$ cat src/reply_replay_cache_top_defines.svh
// ----------------------------------------------------------------------------
// reply replay cache assertion macros
// shared property forms for the concurrent checks of the top level
// ----------------------------------------------------------------------------
`ifndef REPLY_REPLAY_CACHE_TOP_DEFINES_SVH
`define REPLY_REPLAY_CACHE_TOP_DEFINES_SVH

// same-cycle implication, checked outside reset
`define RRC_ASSERT_NOW(label, ante, cons) \
  label: assert property (@(posedge clk) disable iff (!rst_n) (ante) |-> (cons)) \
    else $error("rrc check failed: same-cycle implication");

// next-cycle implication, checked outside reset
`define RRC_ASSERT_NEXT(label, ante, cons) \
  label: assert property (@(posedge clk) disable iff (!rst_n) (ante) |=> (cons)) \
    else $error("rrc check failed: next-cycle implication");

`endif

$ cat src/rrc_pkg.sv
// ----------------------------------------------------------------------------
// rrc_pkg
// types and constants shared by the reply replay cache modules
// ----------------------------------------------------------------------------
package rrc_pkg;

  localparam int OPCODE_W = 2;
  localparam int ID_W     = 16;
  localparam int CMD_W    = 8;
  localparam int SIZE_W   = 16;
  localparam int SLOT_W   = 4;

  typedef enum logic [OPCODE_W-1:0] {
    OP_INSERT = 2'd0,
    OP_SEARCH = 2'd1,
    OP_CLEAR  = 2'd2
  } opcode_t;

  // one stored entry of the reply table
  typedef struct packed {
    logic [ID_W-1:0]   id;
    logic [CMD_W-1:0]  cmd;
    logic [SIZE_W-1:0] size;
  } entry_t;

  // one result beat
  typedef struct packed {
    logic              hit;
    logic [SLOT_W-1:0] slot;
    logic [SIZE_W-1:0] found_size;
    logic              evicted;
  } result_t;

endpackage

$ cat src/rrc_ram.sv
// ----------------------------------------------------------------------------
// rrc_ram
// generic single-write, single-read ram with registered read data
// ----------------------------------------------------------------------------
module rrc_ram #(
  parameter int WIDTH = 8,
  parameter int DEPTH = 16
) (
  input  logic                     clk,
  input  logic                     wr_en,
  input  logic [$clog2(DEPTH)-1:0] wr_addr,
  input  logic [WIDTH-1:0]         wr_data,
  input  logic                     rd_en,
  input  logic [$clog2(DEPTH)-1:0] rd_addr,
  output logic [WIDTH-1:0]         rd_data
);

  logic [WIDTH-1:0] mem [DEPTH];

  always_ff @(posedge clk) begin
    if (wr_en) begin
      mem[wr_addr] <= wr_data;
    end
    if (rd_en) begin
      rd_data <= mem[rd_addr];
    end
  end

endmodule

$ cat src/rrc_seq.sv
// ----------------------------------------------------------------------------
// rrc_seq
// sequencer: fifo pointers, insert/clear updates and the oldest-first scan
// ----------------------------------------------------------------------------
module rrc_seq #(
  parameter int CACHE_DEPTH = 16
) (
  input  logic                                  clk,
  input  logic                                  rst_n,
  input  logic                                  in_valid,
  output logic                                  in_stall,
  input  logic [rrc_pkg::OPCODE_W-1:0]          in_opcode,
  input  logic [rrc_pkg::ID_W-1:0]              in_request_id,
  input  logic [rrc_pkg::CMD_W-1:0]             in_command_byte,
  input  logic [rrc_pkg::SIZE_W-1:0]            in_reply_size,
  output logic                                  ram_wr_en,
  output logic [$clog2(CACHE_DEPTH)-1:0]        ram_wr_addr,
  output logic [$bits(rrc_pkg::entry_t)-1:0]    ram_wr_data,
  output logic                                  ram_rd_en,
  output logic [$clog2(CACHE_DEPTH)-1:0]        ram_rd_addr,
  input  logic [$bits(rrc_pkg::entry_t)-1:0]    ram_rd_data,
  output logic                                  res_valid,
  input  logic                                  res_take,
  output rrc_pkg::result_t                      res
);

  import rrc_pkg::*;

  localparam int IDX_W = $clog2(CACHE_DEPTH);
  localparam int CNT_W = IDX_W + 1;
  localparam logic [CNT_W-1:0] DEPTH_C   = CNT_W'(CACHE_DEPTH);
  localparam logic [IDX_W-1:0] LAST_SLOT = IDX_W'(CACHE_DEPTH - 1);

  typedef enum logic [1:0] {
    S_IDLE,
    S_EXEC,
    S_SCAN,
    S_RESP
  } state_t;

  state_t            state_r;
  logic [CNT_W-1:0]  count_r;
  logic [IDX_W-1:0]  oldest_r;
  logic [OPCODE_W-1:0] op_r;
  logic [ID_W-1:0]   key_id_r;
  logic [CMD_W-1:0]  key_cmd_r;
  logic [SIZE_W-1:0] key_size_r;
  logic [IDX_W-1:0]  scan_addr_r;
  logic [CNT_W-1:0]  scan_i_r;
  logic              pend_r;
  logic [IDX_W-1:0]  pend_slot_r;
  result_t           res_r;

  logic [CNT_W-1:0]  tail_sum;
  logic [IDX_W-1:0]  ins_slot;
  logic              full;
  logic [IDX_W-1:0]  oldest_inc;
  logic [IDX_W-1:0]  scan_inc;
  entry_t            rd_entry;
  logic              match;

  // next free slot, oldest + count wrapped once
  assign tail_sum   = CNT_W'(oldest_r) + count_r;
  assign ins_slot   = (tail_sum >= DEPTH_C) ? IDX_W'(tail_sum - DEPTH_C) : IDX_W'(tail_sum);
  assign full       = (count_r == DEPTH_C);
  assign oldest_inc = (oldest_r == LAST_SLOT) ? '0 : oldest_r + IDX_W'(1);
  assign scan_inc   = (scan_addr_r == LAST_SLOT) ? '0 : scan_addr_r + IDX_W'(1);

  assign rd_entry = entry_t'(ram_rd_data);
  assign match    = pend_r && (rd_entry.id == key_id_r) && (rd_entry.cmd == key_cmd_r);

  assign ram_wr_en   = (state_r == S_EXEC) && (op_r == OP_INSERT);
  assign ram_wr_addr = full ? oldest_r : ins_slot;
  assign ram_wr_data = {key_id_r, key_cmd_r, key_size_r};
  assign ram_rd_en   = (state_r == S_SCAN) && (scan_i_r < count_r) && !match;
  assign ram_rd_addr = scan_addr_r;

  assign in_stall  = (state_r != S_IDLE);
  assign res_valid = (state_r == S_RESP);
  assign res       = res_r;

  always_ff @(posedge clk) begin
    if (!rst_n) begin
      state_r  <= S_IDLE;
      count_r  <= '0;
      oldest_r <= '0;
      pend_r   <= 1'b0;
    end else begin
      unique case (state_r)
        S_IDLE: begin
          if (in_valid) begin
            op_r       <= in_opcode;
            key_id_r   <= in_request_id;
            key_cmd_r  <= in_command_byte;
            key_size_r <= in_reply_size;
            state_r    <= S_EXEC;
          end
        end
        S_EXEC: begin
          unique case (op_r)
            OP_INSERT: begin
              if (full) begin
                // drop the oldest, its slot takes the new entry
                oldest_r <= oldest_inc;
                res_r    <= {1'b0, SLOT_W'(oldest_r), SIZE_W'(0), 1'b1};
              end else begin
                count_r <= count_r + CNT_W'(1);
                res_r   <= {1'b0, SLOT_W'(ins_slot), SIZE_W'(0), 1'b0};
              end
              state_r <= S_RESP;
            end
            OP_SEARCH: begin
              scan_addr_r <= oldest_r;
              scan_i_r    <= '0;
              pend_r      <= 1'b0;
              state_r     <= S_SCAN;
            end
            OP_CLEAR: begin
              count_r  <= '0;
              oldest_r <= '0;
              res_r    <= '0;
              state_r  <= S_RESP;
            end
            default: begin
              res_r   <= '0;
              state_r <= S_RESP;
            end
          endcase
        end
        S_SCAN: begin
          if (match) begin
            res_r.hit        <= 1'b1;
            res_r.slot       <= SLOT_W'(pend_slot_r);
            res_r.found_size <= rd_entry.size;
            res_r.evicted    <= 1'b0;
            pend_r           <= 1'b0;
            state_r          <= S_RESP;
          end else if ((scan_i_r == count_r) && !pend_r) begin
            res_r   <= '0;
            state_r <= S_RESP;
          end else begin
            pend_r <= ram_rd_en;
            if (ram_rd_en) begin
              pend_slot_r <= scan_addr_r;
              scan_addr_r <= scan_inc;
              scan_i_r    <= scan_i_r + CNT_W'(1);
            end
          end
        end
        S_RESP: begin
          if (res_take) begin
            state_r <= S_IDLE;
          end
        end
        default: begin
          state_r <= S_IDLE;
        end
      endcase
    end
  end

endmodule

$ cat src/reply_replay_cache_top.sv
// ----------------------------------------------------------------------------
// reply_replay_cache_top: replay cache of recent replies, oldest-first eviction
// insert/clear: an accepted request passes the exec state, then the resp state
// holds its result until the output register takes it; search over n valid
// entries: the scan reads one entry of the entry ram per cycle, oldest first,
// until a match or all n are read; a new request is taken only when idle again
// reset (rst_n low, synchronous): table empty, pointers zero, no beat pending
// ----------------------------------------------------------------------------
`include "reply_replay_cache_top_defines.svh"

module reply_replay_cache_top #(
  parameter int CACHE_DEPTH = 16
) (
  input  logic                          clk,
  input  logic                          rst_n,
  // request channel
  input  logic                          in_valid,
  output logic                          in_stall,
  input  logic [rrc_pkg::OPCODE_W-1:0]  in_opcode,
  input  logic [rrc_pkg::ID_W-1:0]      in_request_id,
  input  logic [rrc_pkg::CMD_W-1:0]     in_command_byte,
  input  logic [rrc_pkg::SIZE_W-1:0]    in_reply_size,
  // result channel
  output logic                          out_valid,
  input  logic                          out_stall,
  output logic                          out_hit,
  output logic [rrc_pkg::SLOT_W-1:0]    out_slot,
  output logic [rrc_pkg::SIZE_W-1:0]    out_found_size,
  output logic                          out_evicted
);

  import rrc_pkg::*;

  localparam int IDX_W   = $clog2(CACHE_DEPTH);
  localparam int ENTRY_W = $bits(entry_t);

  // entry ram ports
  logic               ram_wr_en;
  logic [IDX_W-1:0]   ram_wr_addr;
  logic [ENTRY_W-1:0] ram_wr_data;
  logic               ram_rd_en;
  logic [IDX_W-1:0]   ram_rd_addr;
  logic [ENTRY_W-1:0] ram_rd_data;

  // result handoff from the sequencer into the output register
  logic    res_valid;
  logic    res_take;
  result_t res;

  // output register
  logic    out_valid_r;
  result_t out_res_r;

  // id, command and size of every slot live in one ram word
  rrc_ram #(
    .WIDTH (ENTRY_W),
    .DEPTH (CACHE_DEPTH)
  ) u_entry_ram (
    .clk     (clk),
    .wr_en   (ram_wr_en),
    .wr_addr (ram_wr_addr),
    .wr_data (ram_wr_data),
    .rd_en   (ram_rd_en),
    .rd_addr (ram_rd_addr),
    .rd_data (ram_rd_data)
  );

  // pointers, insert/clear and the oldest-to-newest scan
  rrc_seq #(
    .CACHE_DEPTH (CACHE_DEPTH)
  ) u_seq (
    .clk             (clk),
    .rst_n           (rst_n),
    .in_valid        (in_valid),
    .in_stall        (in_stall),
    .in_opcode       (in_opcode),
    .in_request_id   (in_request_id),
    .in_command_byte (in_command_byte),
    .in_reply_size   (in_reply_size),
    .ram_wr_en       (ram_wr_en),
    .ram_wr_addr     (ram_wr_addr),
    .ram_wr_data     (ram_wr_data),
    .ram_rd_en       (ram_rd_en),
    .ram_rd_addr     (ram_rd_addr),
    .ram_rd_data     (ram_rd_data),
    .res_valid       (res_valid),
    .res_take        (res_take),
    .res             (res)
  );

  // the output register frees the sequencer: a finished result moves here
  // whenever the register is empty or its beat leaves this cycle, so the
  // next request can be taken while the downstream side stalls
  assign res_take = res_valid && (!out_valid_r || !out_stall);

  always_ff @(posedge clk) begin
    if (!rst_n) begin
      out_valid_r <= 1'b0;
    end else if (res_take) begin
      out_valid_r <= 1'b1;
    end else if (!out_stall) begin
      out_valid_r <= 1'b0;
    end
  end

  // payload holds while stalled, no reset needed
  always_ff @(posedge clk) begin
    if (res_take) begin
      out_res_r <= res;
    end
  end

  assign out_valid      = out_valid_r;
  assign out_hit        = out_res_r.hit;
  assign out_slot       = out_res_r.slot;
  assign out_found_size = out_res_r.found_size;
  assign out_evicted    = out_res_r.evicted;

  // a hit only comes from a search, eviction only from an insert
  `RRC_ASSERT_NOW(a_hit_not_evicted, out_valid && out_hit, !out_evicted)
  // a beat without a hit carries no size
  `RRC_ASSERT_NOW(a_miss_no_size, out_valid && !out_hit, out_found_size == '0)
  // an accepted request keeps the sequencer busy in the following cycle
  `RRC_ASSERT_NEXT(a_busy_after_accept, in_valid && !in_stall, in_stall)
  // no request is taken while a result still sits in the sequencer
  `RRC_ASSERT_NOW(a_no_accept_with_result, res_valid, in_stall)

endmodule
$ cat config.mk
export PLATFORM = sky130hd
export DESIGN_NAME = reply_replay_cache_top
export DESIGN_NICKNAME = d
export VERILOG_FILES = /design/src/rrc_pkg.sv /design/src/rrc_ram.sv /design/src/rrc_seq.sv /design/src/reply_replay_cache_top.sv
export VERILOG_INCLUDE_DIRS = /design/src /design/src/src
export SDC_FILE = /design/constraint.sdc
export NUM_CORES = 1
export LEC_CHECK = 0
export BUFFER_PORTS_ARGS = -buffer_cell sky130_fd_sc_hd__buf_2
export CORE_MARGIN = 3
export CORE_UTILIZATION = 36
export CTS_BUF_LIST = sky130_fd_sc_hd__clkbuf_2 sky130_fd_sc_hd__clkbuf_4 sky130_fd_sc_hd__clkbuf_8
export DETAILED_ROUTE_END_ITERATION = 8
export GPL_TIMING_DRIVEN = 1
export HOLD_SLACK_MARGIN = 0.05
export MAX_ROUTING_LAYER = met4
export SKIP_CTS_REPAIR_TIMING = 1
export SYNTH_ARGS = -nofsm -noshare
export SYNTH_HDL_FRONTEND = slang
export SYNTH_SLANG_ARGS = --single-unit
$ cat constraint.sdc
create_clock -name clk -period 4.8 [get_ports clk]
set_input_delay 0.24 -clock clk [delete_from_list [all_inputs] [get_ports clk]]
set_output_delay 0.24 -clock clk [all_outputs]
set_load 0.02 [all_outputs]
==> metrics.txt, run 1 <==
Synth Area in XOR/XNOR 0.993%; CTS tree done; Pre-antenna DRT Iters 5; Core Box Area 82200 sq um; Num CTS Buffers 132; initial antenna violation count 1; vias 13800; WL per Instance 24.1 um; DP HPWL 36700 um; Metal-1 WL 28800 um; largest net degree at the start of global routing 98; die area 86800 sq um; DRT iter0 DRCs 1230; Synth Area in Compound Gates 0.835%; Initial Util 36.5%; post-synthesis sequential area ratio 78.9%; post-synth cell types 44; adder-cell share of the synthesized area 0.776%; Syn Area/Cell 23.3 sq um; Rel. slew slack 27.7%; routed wire length on met2 30800 um; Syn Inst Count 1284; outcome complete, no violations; Fin Clk Skew 40.1 ps; Via-to-Cell Ratio 5.14; Die X 295 um; Max-cap violations 0; post-route worst setup slack 1230 ps; Routed WL 64700 um; IO Port Bufs 69; nets 1587; Pwr Density 463 nW/um^2; worst skew pair latency 760 ps; drt drc 0; Placement Setup Slack 1280 ps; # rows 105; Placer Congestion 0.834; simple-gate share of the synthesized area 2.18%; first-pass GRT wire length 96600 um; H-tree levels 4; Synth Net Count 1348; DR top layer met4; final worst-path cycle share 74.3%; Final min period 3570 ps; crit end category flop; Final Setup Violations 0; Req. time, crit path 5190 ps; height of the die 295 um; CP arrival 3960 ps; CP max FO 25; Final Max Slew Viols 0; FF+latch count, synth 792; share of cells above drive strength 1 33.2%; Worst-path clk slew 60 ps; I/O pins 70; Final Hold Vio Count 0; setup TNS 0 ps; mapped cell area 30000 sq um; GRT Total Usage 15.8%; Layout area overhead 16.5%; CTS root buffer clkbuf_8; Remaining Overflow, GRT 0; VDD IR max 0.000248 V; Hold Crit Class input port to flop; RSZ-0062 raised after global routing no; Worst setup SP type flop; vias in the first global route 14600; main combinational cell family by area after synthesis multiplexers; P_leak 11.1 nW; Max Buffers Root-to-Sink 3; Least-Margin Pin Slew 1080 ps; fmax 0.280 GHz; Routed met3 length 4020 um; Syn. warnings 0; Final ANT Viol Nets 0; Sink Count 792; post-synthesis mux area share 15.2%; WS Path Type flop to flop
-- state kept, by name, summed over array words and instances (netlist names), 5 cells and up --
| signal | count |
|---|---|
| u_seq.res | 22 |
| u_seq.key_cmd_r | 8 |
| u_seq.count_r | 5 |
| u_entry_ram.rd_data | 40 |
| out_found_size | 16 |
| u_seq.key_id_r | 16 |
| u_seq.key_size_r | 16 |
| u_entry_ram.mem | 640 |
| u_seq.scan_i_r | 5 |
-- routing by layer --
metal	global-route usage [%]	up-vias
li1	-	5899
met1	21.5	7378
met2	23.6	467
met3	4.19	95
met4	4.44	0
met5	-	-
-- per-stage QoR --
step	total power [mW]	util [%]	hold slack, ps	instance area (sq um)	cells
3_3_place_gp	10.6	38.8	405	31900	2414
4_1_cts	16.4	41.9	-440	34500	2644
3_5_place_dp	10.6	38.8	405	31900	2414
2_1_floorplan	9.88	-	339	30000	1284
5_1_grt	16.9	42.4	66.5	34900	2690
6_report	16.2	42.5	63.4	34900	2691
-- worst paths after layout --
| path | end | slack (ps) | cells past startpoint | startpoint |
|---|---|---|---|---|
| worst max-delay path | u_entry_ram.mem[7][37]$_DFFE_PP_ | 1230 | 10 | u_seq.count_r[1]$_SDFFE_PN0P_ |
| worst min-delay path | u_seq.state_r[1]$_SDFFE_PN0P_ | 60 | 4 | in_valid |
| worst max register to register | u_entry_ram.mem[7][37]$_DFFE_PP_ | 1230 | 10 | u_seq.count_r[1]$_SDFFE_PN0P_ |
| worst min register to register | out_slot[0]$_DFFE_PP_ | 420 | 0 | u_seq.res[17]$_DFFE_PP_ |
-- cells by family after synthesis --
family | Yosys count
XOR/XNOR | 34
buffers and inverters | 69
AO/OA/AOI/OAI | 42
multiplexers | 204
flip-flops | 792
adder cells (fa/ha/maj) | 18
AND/OR/NAND/NOR | 125
-- worst max-delay path, cell delays in order (launching register included) --
cell and delay (ps):
dfxtp_1 360, inv_1 150, ha_1 180, nor4bb_1 310, buf_4 230, nor2_1 50
mux2i_1 150, xor2_1 350, nand2_1 320, nor2_4 560, buf_4 500
-- synth_stat cells, drive strengths merged --
cell type,instances,share of area [%]
and4b,1,0.033
a221o,1,0.033
a21boi,1,0.025
nand2b,5,0.10
nand4bb,1,0.038
fa,1,0.067
xnor2,27,0.79
mux2i,3,0.10
nand4,10,0.21
a31oi,2,0.042
nand3,10,0.17
nor4,2,0.042
xor2,7,0.20
a31o,1,0.029
nor3,5,0.083
or4,1,0.025
dfxtp,13,0.87
a32oi,1,0.029
o21ai,16,0.27
nor2,32,0.40
and2,20,0.42
a21oi,12,0.20
a22oi,1,0.025
nor4bb,1,0.033
inv,15,0.19
ha,17,0.71
mux2,1,0.038
and4,1,0.029
nand2,19,0.24
mux4,200,15
buf,27,0.62
a221oi,2,0.058
o21a,1,0.025
clkbuf,27,0.34
a21o,3,0.075
nor3b,2,0.050
or3,1,0.021
edfxtp,779,78
and3,7,0.15
a211oi,1,0.025
nor2b,7,0.15
-- area by class of cell --
| cell class | instances | area (sq um) |
|---|---|---|
| Antenna cell | 2 | 5.00 |
| Clock buffer | 180 | 2210 |
| Clock inverter | 50 | 327 |
| Fill cell | 7082 | 47300 |
| Inverter | 15 | 56.3 |
| Multi-Input combinational cell | 423 | 6120 |
| Sequential cell | 792 | 23700 |
| Tap cell | 1070 | 1340 |
| Timing Repair Buffer | 159 | 1200 |
-- cell usage in the layout, fill, tap and decap left out, types with 4 or more instances in the layout --
master	netlist	layout
buf_4	0	40
nor2b_1	7	7
edfxtp_1	779	779
ha_1	17	17
clkbuf_8	0	138
clkinv_2	0	10
inv_1	15	14
nand3_1	10	10
xnor2_1	27	27
buf_2	14	69
buf_12	0	5
dfxtp_1	13	13
clkinv_1	0	28
nor3_1	5	5
and3_1	7	6
nand2_1	19	19
clkbuf_4	0	42
nor2_1	32	16
a21oi_1	12	12
clkinvlp_4	0	4
o21ai_0	15	15
mux4_2	200	200
dlygate4sd3_1	0	45
nand4_1	10	10
and2_1	20	20
nand2b_1	5	5
nor2_4	0	16
xor2_1	7	7
-- where the power goes --
group / internal (mW) / total [mW] / switching, mW
sequential: 8.03 / 8.27 / 0.246
combinational: 1.03 / 2.15 / 1.13
clock: 3.15 / 5.75 / 2.60
total: 12.2 / 16.2 / 3.97
No activity file was read; power rests on OpenSTA's default activity.
==> run 2: changes to the inputs <==
==> constraint.sdc (replaced) <==
create_clock -name clk -period 3.3 [get_ports clk]
set_input_delay 0.165 -clock clk [delete_from_list [all_inputs] [get_ports clk]]
set_output_delay 0.165 -clock clk [all_outputs]
set_load 0.02 [all_outputs]
==> run 2 against run 1 <==
- die area unchanged
- combinational power up 50%
- first-iteration DRC count up 0.81%
- design area up 0.90%
- final cell count up 0.37%
- via count up 0.11%
- sequential share of layout area down 0.60 points
- non-clock buffer count up 18
- largest cell class unchanged
- wire length up 0.28%
- flip-flop and latch count unchanged
==> metrics.txt, run 2 (synthesis results as in run 1) <==
outcome complete, no violations; WS Path Type flop to flop; Hold Crit Class input port to flop; fill count 7022 (-0.85%); drt drc 0 (unchanged); commonest cells after routing, fill and taps aside edfxtp_1 (779), mux4_2 (200), clkbuf_8 (136); vias in the first global route 14500 (-0.60%); Initial Util 36.5% (unchanged); Pre-antenna DRT Iters 5 (unchanged); Max Buffers Root-to-Sink 3 (unchanged); Final Max Slew Viols 0 (unchanged); Slowest-stage cell, CP xor2_1; register area 23700 sq um (unchanged); largest net degree at the start of global routing 47 (-52%); fmax 0.327 GHz (+17%); share of cells above drive strength 1 33.8% (+0.53 points); met1 Use GR 20.4% (-1.1 points); Final Cell Area 35200 sq um (+0.90%); area post-placement 32300 sq um (+1.3%); Rel. slew slack 42.4% (+15 points); Routed WL 64900 um (+0.28%); Max-cap violations 0 (unchanged); sequence of cells on the critical path inv_1 > ha_1 > nor4bb_1 > nor2_1 > mux2i_1 > xor2_1 > nand2_1 > nor2_4 > buf_4; VDD IR max 0.000326 V (+31%); Final Setup Violations 0 (unchanged); crit end category flop; Final min period 3050 ps (-513 ps); Multi-input gate area 6120 sq um (unchanged); CTS tree done; GRT Max-Usage Layer met2; Fin Clk Skew 33.8 ps (-6.32 ps); GRT Total Usage 15.8% (about the same); Design Power 23.3 mW (+44%); H-tree levels 4 (unchanged); final worst-path cycle share 92.5% (+18 points); max reg flops 640 (unchanged); Int Pwr 17.7 mW (+45%); Core Box Area 82200 sq um (unchanged); Die X 295 um (unchanged); DRT iter0 DRCs 1240 (+0.81%); DP HPWL 35300 um (-3.7%); CP arrival 3450 ps (-510 ps); Switching Share 24.2% (-0.29 points); P_leak 11.2 nW (+0.98%); clock network fraction of total power 34.7% (-0.8 points); Placer Congestion 0.753 (-9.8%); Final Hold Vio Count 0 (unchanged); RSZ-0062 raised after global routing no; P_sw 5.65 mW (+42%); combinational cell fraction of total power 13.9% (+0.6 points); Layout area overhead 17.5%; vias 13900 (+0.11%); I/O pins 70 (unchanged); IO Port Bufs 69 (unchanged); Num CTS Buffers 131 (-0.76%); nets 1604 (+1.1%); Req. time, crit path 3700 ps (-1490 ps); worst skew pair latency 760 ps (about the same); height of the die 295 um (unchanged); Pwr Density 662 nW/um^2 (+43%); Worst-path clk slew 60 ps (about the same); Final ANT Viol Nets 0 (unchanged); met2 Resource Use GR 24.6% (+1.1 points); delay of the slowest critical-path stage 410 ps (-150 ps); Least-Margin Pin Slew 864 ps (-221 ps); Via-to-Cell Ratio 5.13 (-0.26%); Remaining Overflow, GRT 0 (unchanged); # rows 105 (unchanged); most common cell after layout, fill and taps aside edfxtp_1; first-pass GRT wire length 96200 um (-0.34%); initial antenna violation count 2 (+1); share of power burned in registers 51.5% (+0.3 points); CP max FO 15 (-40%); Final Core Density 42.8% (+0.38 points); WL per Instance 24.0 um (about the same); Reg with most FFs u_entry_ram.mem; die area 86800 sq um (unchanged); CTS root buffer clkbuf_8; Sink Count 792 (unchanged); GR met3 Demand/Resource 3.81% (-0.38 points); Worst setup SP type flop
[run 2: area by class of cell]
cell class,count,area share [%]
Multi-Input combinational cell,423,17.4
Sequential cell,792,67.1
Clock buffer,181,6.27
Antenna cell,2,0.0142
Inverter,15,0.160
Tap cell,1070,3.80
Timing Repair Buffer,177,4.57
Clock inverter,41,0.661
[run 2: critical path: cells and delay by family (launching register included)]
family,cells,cell delay [ps]
xor+xnor,1,410
simple gates,4,1060
flops,1,350
buf+inv,2,500
mux,1,170
fa+ha+maj,1,200
[run 2: power by group through the flow]
stage	sequential [mW]	clock (mW)	combinational [mW]
6_report	12.0	8.08	3.23
5_1_grt	12.1	8.84	3.47
4_1_cts	12.0	8.35	3.27
3_5_place_dp	12.2	0	3.27
3_3_place_gp	12.2	0	3.24
2_1_floorplan	12.1	0	2.26
[run 2: through the flow]
| step | hold WS, ps | TNS, ps | std cells | setup slack [ps] |
|---|---|---|---|---|
| 2_1_floorplan | 264 | -196720 | 1284 | -465 |
| 3_3_place_gp | 345 | 0 | 2431 | 344 |
| 3_5_place_dp | 344 | 0 | 2431 | 300 |
| 4_1_cts | -510 | 0 | 2653 | 244 |
| 5_1_grt | 77.0 | 0 | 2701 | 0.757 |
| 6_report | 131 | 0 | 2701 | 246 |
[run 2: path summary, 6_finish.rpt]
| check | from | endpoint | slack, ps | cells after the start |
|---|---|---|---|---|
| setup / recovery | u_seq.count_r[1]$_SDFFE_PN0P_ | u_entry_ram.mem[3][9]$_DFFE_PP_ | 250 | 9 |
| hold / removal | in_request_id[6] | u_seq.key_id_r[6]$_DFFE_PP_ | 130 | 2 |
| setup reg to reg | u_seq.count_r[1]$_SDFFE_PN0P_ | u_entry_ram.mem[3][9]$_DFFE_PP_ | 250 | 9 |
| hold reg to reg | u_seq.res[12]$_SDFFCE_PN0P_ | out_found_size[11]$_DFFE_PP_ | 410 | 0 |
[run 2: per-layer routing]
| metal | part of all wire (%) | vias up |
|---|---|---|
| met2 | 49 | 444 |
| met4 | 2.2 | 0 |
| li1 | - | 5932 |
| met1 | 43 | 7372 |
| met5 | 0 | - |
| met3 | 5.7 | 106 |
==> run 3: changes to the inputs <==
--- a/config.mk
+++ b/config.mk
@@ -17,4 +17,5 @@
 export SKIP_CTS_REPAIR_TIMING = 1
 export SYNTH_ARGS = -nofsm -noshare
 export SYNTH_HDL_FRONTEND = slang
+export SYNTH_HIERARCHICAL = 1
 export SYNTH_SLANG_ARGS = --single-unit
==> run 3 against run 2 <==
- global-route usage increased by 0.099 points
- critical path depth unchanged
- utilization rose by 0.18 points
- die area grew 0.67%
- non-clock buffer count increased by 7
- count of clock-buffer cells in the layout down 6
- synthesized cell count rose by 6.3%
- setup slack improved by 25 ps
- register-to-register slack better by 20 ps
- largest power group unchanged
==> metrics.txt, run 3 <==
Syn Inst Count 1365 (+6.3%); Slowest-stage cell, CP dfxtp_1; drt drc 0 (unchanged); share of power burned in registers 50.9% (-0.6 points); CTS root buffer clkbuf_8; Placement Setup Slack 349 ps (+49.4 ps); WS Path Type flop to flop; Synth async-reset ratio 0% (unchanged); outcome complete, no violations; H-tree levels 4 (unchanged); RSZ-0062 raised after global routing no; most numerous cell in the Yosys netlist edfxtp_1; post-route worst setup slack 271 ps (+24.8 ps); nets 1690 (+5.4%); largest net degree at the start of global routing 99 (+110%); final worst-path cycle share 91.8% (-0.75 points); top post-synthesis cells by area edfxtp_1 (78%), mux4_2 (7.5%), mux4_1 (5.2%); Pwr Density 667 nW/um^2 (+0.75%); commonest cells after routing, fill and taps aside edfxtp_1 (779), clkbuf_8 (134), mux4_2 (100); top cell type's share of synthesized area 77.5% (-0.53 points); CTS tree done; sequence of cells on the critical path ha_1 > a21o_1 > a21oi_1 > xnor2_1 > nand2_1 > xnor2_1 > nand3b_1 > nor3_4 > buf_4; most common cell after layout, fill and taps aside edfxtp_1; Placer Congestion 0.807 (+7.2%); Syn Area/Cell 22.1 sq um (-5.3%); CP max FO 15 (unchanged); Hold Crit Class input port to flop; vias 14500 (+4.8%); Reg with most FFs u_entry_ram/mem; Design Power 23.7 mW (+1.5%); mapped cell area 30200 sq um (+0.68%); Remaining Overflow, GRT 0 (unchanged); Int Pwr 17.7 mW (about the same); Hold Crit Depth 2 (unchanged); combinational cell fraction of total power 13.7% (-0.2 points); CP dominant cell by count xnor2_1; Initial Util 36.6% (+0.13 points); die area 87300 sq um (+0.67%); VDD IR max 0.000413 V (+27%); initial antenna violation count 4 (+2); CP arrival 3460 ps (about the same); Req. time, crit path 3740 ps (+40 ps); Die X 296 um (+0.33%); Max Buffers Root-to-Sink 3 (unchanged); IO Port Bufs 69 (unchanged); clock network fraction of total power 35.3% (+0.6 points); biggest area consumer among synthesized cells edfxtp_1; Final Hold Vio Count 0 (unchanged); WL per Instance 23.6 um (-1.9%); FF+latch count, synth 792 (unchanged); Hold EP u_seq/key_size_r[12]$_DFFE_PP_; Worst-path clk slew 60 ps (about the same); fmax 0.330 GHz (+0.82%); Hold Startpoint in_reply_size[12]; delay of the slowest critical-path stage 430 ps (+20 ps); Final min period 3030 ps (-24.8 ps); worst r2r src u_seq/oldest_r[1]$_SDFFE_PN0P_; Core Box Area 82500 sq um (+0.32%); Max-cap violations 0 (unchanged); vias in the first global route 15000 (+3.4%); Primary FF master, synth edfxtp_1; Least-Margin Pin Slew 974 ps (+110 ps); critical path's top delay family simple AND/OR/NAND/NOR gates; number of buffers and inverters on the critical path 1 (-1); fill count 7099 (+1.1%); Sink Count 792 (unchanged); reg2reg setup slack 270 ps (+20 ps); I/O pins 70 (unchanged); GRT Total Usage 15.9% (+0.099 points); worst skew pair latency 770 ps (about the same); Via-to-Cell Ratio 5.19 (+1.2%); max reg flops 640 (unchanged); Final Max Slew Viols 0 (unchanged); Routed WL 65900 um (+1.5%); Worst setup SP type flop; Post-synth EDFFs 779 (unchanged); DRT iter0 DRCs 1451 (+17%); R2R depth 9 (unchanged); Final ANT Viol Nets 0 (unchanged); height of the die 296 um (+0.33%); # rows 105 (unchanged); most instantiated cells after synthesis edfxtp_1 (779), mux4_2 (100), a22oi_1 (81); Syn. warnings 6 (+6); P_leak 11.6 nW (+3.4%); share of cells above drive strength 1 27.2% (-6.5 points); Layout area overhead 17.6% (about the same); Num CTS Buffers 133 (+1.5%); crit end category flop; Switching Share 25.4% (+1.2 points); post-synthesis sequential area ratio 78.4% (-0.54 points); DP HPWL 36900 um (+4.4%); first-pass GRT wire length 97900 um (+1.8%); P_sw 6.01 mW (+6.4%); Rel. slew slack 35.0% (-7.4 points); post-synth cell types 46 (+4.5%); reg2reg end u_entry_ram/mem[8][15]$_DFFE_PP_; Pre-antenna DRT Iters 5 (unchanged); Final Setup Violations 0 (unchanged); Fin Clk Skew 27.8 ps (-5.99 ps); Synth Net Count 1429 (+6.0%)
-- run 3: cell count changes after synthesis, moves of 3 or more --
cell      delta
mux4_2     -100
a22oi_1     +80
mux4_1      +60
nand2_1     +40
buf_12      +11
o21ai_0      -8
buf_6        -7
a22o_1       +4
clkbuf_1     +4
inv_1        +3
-- run 3: how the worst max path moves through the flow --
stage                                                  end  depth (start not counted)                      startpoint
after floorplan           u_entry_ram/mem[15][0]$_DFFE_PP_                          6  u_seq/oldest_r[0]$_SDFFE_PN0P_
after global placement    u_entry_ram/mem[0][20]$_DFFE_PP_                          9  u_seq/oldest_r[1]$_SDFFE_PN0P_
after detailed placement  u_entry_ram/mem[0][24]$_DFFE_PP_                          9  u_seq/oldest_r[1]$_SDFFE_PN0P_
after CTS                  u_entry_ram/mem[8][5]$_DFFE_PP_                          9  u_seq/oldest_r[1]$_SDFFE_PN0P_
after global routing      u_entry_ram/mem[8][13]$_DFFE_PP_                          9  u_seq/oldest_r[1]$_SDFFE_PN0P_
final                     u_entry_ram/mem[8][15]$_DFFE_PP_                          9  u_seq/oldest_r[1]$_SDFFE_PN0P_
-- run 3: per-layer routing --
metal | GRT usage [%] | part of all wire, % | up-vias | wire length [um]
met5 | - | 0 | - | 0
met1 | 21.4 | 45 | 7687 | 29600
met3 | 4.03 | 5.7 | 91 | 3730
met2 | 23.9 | 48 | 446 | 31300
met4 | 4.71 | 1.9 | 0 | 1260
li1 | - | - | 6291 | -
-- run 3: cell type report --
cell class	count	area, sq um	share of cell area (%)
antenna	1	2.50	0.00705
multi-input combinational	497	6220	17.5
tap	1070	1340	3.77
clock inverter	60	399	1.12
clock buffer	175	2150	6.06
inverter	18	67.6	0.190
sequential	792	23700	66.6
timing repair buffer	184	1650	4.65
-- run 3: power groups by stage --
stage / sequential, mW / combinational (mW) / clock [mW]
6_report: 12.1 / 3.25 / 8.36
5_1_grt: 12.1 / 3.53 / 9.11
4_1_cts: 12.1 / 3.26 / 8.64
3_5_place_dp: 12.3 / 3.25 / 0
3_3_place_gp: 12.2 / 3.22 / 0
2_1_floorplan: 12.2 / 2.25 / 0
-- run 3: kinds of logic (layout without fill, tap and decap cells) --
family | Yosys count | in the layout | synth area share, %
adders and majority gates | 18 | 18 | 0.771
muxes | 163 | 163 | 12.8
other | 0 | 1 | 0
xor gates and xnor gates | 34 | 34 | 0.987
and+or+nand+nor | 163 | 163 | 2.62
DFF | 792 | 792 | 78.4
buffers and inverters | 76 | 437 | 1.64
AOI/OAI and AO/OA | 119 | 119 | 2.84
-- run 3: through the flow --
step,util (%),hold WS [ps],cells,setup TNS [ps],cell area [sq um]
2_1_floorplan,-,264,1365,-217830,30200
3_5_place_dp,39.3,343,2514,0,32500
4_1_cts,42.4,-507,2749,0,35000
6_report,43.0,112,2797,0,35500
5_1_grt,43.0,51.0,2797,0,35500
3_3_place_gp,39.3,342,2514,0,32500
